===== src/rtl/core/lem_pkg.sv =====
// ----------------------------------------------------------------------------
// lem_pkg
// Types and constants for the light exposure monitor.
// ----------------------------------------------------------------------------
`default_nettype none

package lem_pkg;

  // correction coefficients, Q.48
  localparam logic signed [63:0] COEF_A = 64'sd169;
  localparam logic signed [63:0] COEF_B = -64'sd2643726;
  localparam logic signed [63:0] COEF_C = 64'sd22936832902;
  localparam logic signed [63:0] COEF_D = 64'sd282122369157091;

  localparam logic [15:0] LUX_MAX = 16'hFFFF;

  localparam logic [1:0] REG_CATEGORY = 2'd0;
  localparam logic [1:0] REG_IDEAL    = 2'd1;
  localparam logic [1:0] REG_MODE     = 2'd2;

  localparam logic [2:0] CAT_LOW_LIGHT    = 3'd1;
  localparam logic [2:0] CAT_MEDIUM_LIGHT = 3'd2;
  localparam logic [2:0] CAT_BRIGHT_LIGHT = 3'd3;
  localparam logic [2:0] CAT_FULL_SUN     = 3'd4;

  typedef struct packed {
    logic [16:0] high;
    logic [16:0] low;
  } band_t;

  function automatic band_t band_of(input logic [2:0] cat);
    band_t b;
    case (cat)
      CAT_LOW_LIGHT:    b = '{high: 17'd1076,  low: 17'd270};
      CAT_MEDIUM_LIGHT: b = '{high: 17'd5382,  low: 17'd1076};
      CAT_BRIGHT_LIGHT: b = '{high: 17'd10764, low: 17'd5382};
      CAT_FULL_SUN:     b = '{high: 17'd99999, low: 17'd10750};
      default:          b = '{high: 17'd0,     low: 17'd0};
    endcase
    return b;
  endfunction

endpackage

`default_nettype wire


===== src/rtl/core/lem_lux_unit.sv =====
// ----------------------------------------------------------------------------
// lem_lux_unit
// Converts one raw count to lux; scaled values above 1000 are corrected with
// a shared multiplier, one Horner step per cycle.
// ----------------------------------------------------------------------------
`default_nettype none

module lem_lux_unit (
  input  wire logic        clk,
  input  wire logic        rst,
  input  wire logic        start,
  input  wire logic [15:0] raw,
  output logic             done,
  output logic [15:0]      lux
);

  localparam logic [2:0] S_IDLE  = 3'd0;
  localparam logic [2:0] S_SCALE = 3'd1;
  localparam logic [2:0] S_H1    = 3'd2;
  localparam logic [2:0] S_H2    = 3'd3;
  localparam logic [2:0] S_H3    = 3'd4;
  localparam logic [2:0] S_FIN1  = 3'd5;
  localparam logic [2:0] S_FIN2  = 3'd6;

  logic [2:0]         state;
  logic [14:0]        x;
  logic signed [63:0] p;
  logic [63:0]        acc;
  logic [15:0]        raw_q;

  // raw*168/625 via reciprocal: floor(v*27487791/2^34) exact for v < 2^26
  logic [23:0] scaled;
  logic [48:0] recip;
  logic [14:0] x_calc;
  assign scaled = 24'(raw_q) * 24'd168;
  assign recip  = 49'(scaled) * 49'd27487791;
  assign x_calc = 15'(recip >> 34);

  // shared multiply: 64 x 15 (signed by unsigned x)
  logic signed [63:0] mul_a;
  logic signed [78:0] mul_p;
  assign mul_p = 79'(mul_a) * $signed({64'd0, x});

  always_comb begin
    mul_a = p;
    if (state == S_FIN1) mul_a = $signed({40'd0, p[23:0]});
    else if (state == S_FIN2) mul_a = $signed({24'd0, p[63:24]});
  end

  always_ff @(posedge clk) begin
    if (rst) begin
      state <= S_IDLE;
      done  <= 1'b0;
    end else begin
      done <= 1'b0;
      case (state)
        S_IDLE: if (start) begin
          raw_q <= raw;
          state <= S_SCALE;
        end
        S_SCALE: begin
          x <= x_calc;
          p <= lem_pkg::COEF_A;
          if (x_calc <= 15'd1000) begin
            lux   <= 16'(x_calc);
            done  <= 1'b1;
            state <= S_IDLE;
          end else begin
            state <= S_H1;
          end
        end
        S_H1: begin
          p     <= 64'(mul_p) + lem_pkg::COEF_B;
          state <= S_H2;
        end
        S_H2: begin
          p     <= 64'(mul_p) + lem_pkg::COEF_C;
          state <= S_H3;
        end
        S_H3: begin
          p     <= 64'(mul_p) + lem_pkg::COEF_D;
          state <= S_FIN1;
        end
        S_FIN1: begin
          // low part: (lo*x) >> 24
          acc   <= 64'(mul_p) >> 24;
          state <= S_FIN2;
        end
        S_FIN2: begin
          logic [63:0] r;
          r = (64'(mul_p) + acc) >> 24;
          if (p <= 0) lux <= 16'd0;
          else if (r > 64'(lem_pkg::LUX_MAX)) lux <= lem_pkg::LUX_MAX;
          else lux <= r[15:0];
          done  <= 1'b1;
          state <= S_IDLE;
        end
        default: state <= S_IDLE;
      endcase
    end
  end

endmodule

`default_nettype wire


===== config.mk =====
export PLATFORM = sky130hd
export DESIGN_NAME = lem_lux_unit
export DESIGN_NICKNAME = d
export VERILOG_FILES = /design/src/rtl/core/lem_pkg.sv /design/src/rtl/core/lem_lux_unit.sv
export SDC_FILE = /design/constraint.sdc
export NUM_CORES = 2
export LEC_CHECK = 0
export BUFFER_PORTS_ARGS = -buffer_cell sky130_fd_sc_hd__buf_2
export CAP_MARGIN = 20
export CORE_ASPECT_RATIO = 1.5
export CORE_UTILIZATION = 48
export DETAILED_ROUTE_END_ITERATION = 16
export PLACE_DENSITY_LB_ADDON = 0.05
export SYNTH_ARGS = -nofsm -noshare
export SYNTH_HDL_FRONTEND = slang
export SYNTH_SLANG_ARGS = --single-unit

===== constraint.sdc =====
create_clock -name clk -period 10.8 [get_ports clk]
set_clock_uncertainty 0.1 [all_clocks]
set_input_delay 1.62 -clock clk [delete_from_list [all_inputs] [get_ports clk]]
set_output_delay 1.62 -clock clk [all_outputs]
set_load 0.02 [all_outputs]

==> metrics <==
Distinct cells, synth approximately 110; Max-Cap Viols 0; CP Max Fanout 8; CTS root buffer clkbuf_16; sequential-to-total area share from yosys stat just over 9%; Syn Inst Count around 5,700; share of the synthesized area in the top cell type between 30% and 40%; Layout Utilization between 50% and 60%; Final Hold Fails 0; Tmin final ~11,000 ps; Worst path top cell family by delay adder cells; Relative slew margins about a quarter; critical path class reg2reg; TritonRoute pass-1 iters 5; Yosys reg bits 155; syn nets ~7,100; Fmax approximately 93 MHz; largest stage delay on the critical path between 600 and 700 ps; most area-consuming cells after synthesis fa_1 (37%), ha_1 (12%), edfxtp_1 (9.0%); Starting DRT DRC Count 2,534; CP Capture Type flop; CP max stage cell fa_1; CTS tree built; top post-synthesis cells by count inv_1 (1,178), fa_1 (923), nand2_1 (774); grt total ovfl 0; GRT Util Overall between 30 and 40%; fillers about 9,700; CTS Buffer Depth 2; largest net degree at the start of global routing slightly above 60; dpl hpwl 152 mm; Clock Latency Late Sink 500 ps; RSZ-0062 raised after global routing true; # rows around 140; Core ar. between 100,000 and 150,000 sq um; vias in the first global route between 40,000 and 50,000; initial antenna violation count 4; required time worst endpoint around 11,000 ps; most numerous cell in the Yosys netlist inv_1; number of vias per cell between 5 and 6; Initial Utilization a little under 50%; Die Span X between 200 and 300 um; Worst Tran Pin Value ~1100 ps; YS warnings 0; Die ar. ~110,000 sq um; CTS Hold Buffers Added 0; Routed WL roughly 180 mm; total CTS buffers 17; status finished clean; DRC Markers 0; worst hold path type reg2reg; period utilisation layout 99.5%; Clock transition at path regs about 70 ps; Buf/Inv on CP 11; Mapped Area approximately 50,000 sq um; via count roughly 42,000; dominant synthesized flop cell edfxtp_1; Syn-to-layout area delta 15.9%; Die Y around 400 um; NumNets Final between 7,000 and 8,000; post-route ant nets 0; Post-synth ARST share 0%; number of flops mapped to enable cells by yosys between 150 and 200; syn avg cell area just under 9 sq um; final setup fails 0; data arrival at the endpoint of the critical path approximately 11,000 ps; clk sink count 155; # IOs 36; final hold slack ~540 ps; global-route wire length before repair approximately 270 mm; H-tree depth 4; Port Buffers 35; wire per inst between 20 and 25 um; area leader, netlist fa_1; proportion of layout cells with a drive suffix above 1 between 15 and 20%; type of origin of the critical path flop; fin. max-slew vios 0; GPL Wtd Cong approximately 1; most frequent CP cell fa_1
## path summary, 6_finish.rpt
check | slack [ps] | from | to | cells after the start
worst min-delay path | 540 | state[2] | state[2] | 3
worst min register to register | 540 | state[2] | state[2] | 3
worst max register to register | 50 | raw_q[5] | lux[3] | 47
worst max-delay path | 50 | raw_q[5] | lux[3] | 47
## through the flow
stage / setup slack [ps] / std cells / instance area (sq um) / setup TNS, ps
after floorplan: 3.72 / 5696 / 50200 / 0
after global placement: -597 / 7526 / 56700 / -9750
after detailed placement: -603 / 7529 / 56700 / -10010
after CTS: -72.0 / 7566 / 57700 / -1030
after global routing: -415 / 7586 / 58100 / -7270
final: 51.5 / 7590 / 58100 / 0
## repair_timing
action,in CTS,in global routing
setup buffers,7,19
endpoints found under the setup margin,32,44
resized for setup,55,70
gates cloned,0,1
hold endpoints to repair,0,0
pin swaps,46,49
## layout make-up
| class | instances | area, sq um | area share [%] |
|---|---|---|---|
| antenna | 4 | 10.0 | 0.0172 |
| sequential | 155 | 4610 | 7.94 |
| clock inverter | 14 | 171 | 0.295 |
| timing repair buffer | 733 | 5980 | 10.3 |
| clock buffer | 18 | 429 | 0.738 |
| multi-input combinational | 4097 | 40800 | 70.1 |
| inverter | 1182 | 4440 | 7.63 |
| tap | 1387 | 1740 | 2.99 |
## routing by layer
layer / vias up / track usage (%) / share of wire, %
li1: 19100 / - / -
met1: 21300 / 37.4 / 36
met2: 1163 / 64.2 / 53
met3: 384 / 3.02 / 4.2
met4: 0 / 19.4 / 6.7
met5: - / 0 / 0
## cells by family after synthesis
logic type | synth area share [%]
AO/OA/AOI/OAI | 10.9
XOR/XNOR | 3.66
adder cells (fa/ha/maj) | 49.3
buffers and inverters | 10.9
flip-flops | 9.20
multiplexers | 0.177
AND/OR/NAND/NOR | 15.8
## layout by cell type, fill, tap and decap left out, types with 16 or more instances in the layout
cell       netlist  routed
a21oi_2          6      23
a211oi_2        12      16
o21a_1          34      34
nand3_1         55      52
buf_2           17      36
edfxtp_1       151     151
a21oi_1        223     204
nand2b_1        24      23
xnor2_1        130     127
xor2_1          74      71
inv_1         1178    1174
o21bai_1        18      17
and3_1         118     117
nor2_1         165     160
nor3_1          48      43
nand4_1         50      50
nor4_1          30      27
o21ai_1         29      31
and2_1         271     270
nor2b_1         32      29
a211oi_1        35      31
or3_1           17      16
buf_12           0      38
ha_1           501     485
o21ai_0        126     113
o22ai_1         49      49
clkbuf_16        0      18
a21o_1          81      81
nand2_1        774     770
fa_1           923     918
o211ai_1        31      31
a31oi_1         22      20
buf_4            6     648
## registers in the layout, indices dropped and copies added, names as in the netlist
name / flops
x: 15
done: 1
acc: 40
state: 3
raw_q: 16
p: 64
lux: 16
## worst min-delay path: cells and delay by family (launching register included)
kind            cells  cell delay [ps]
compound gates      1               60
buf+inv             1              150
flops               1              320
simple gates        1               70
Power is left out: the tool's default activity adds up to more than one toggle a clock period on the data nets, which glitch-free logic cannot reach.
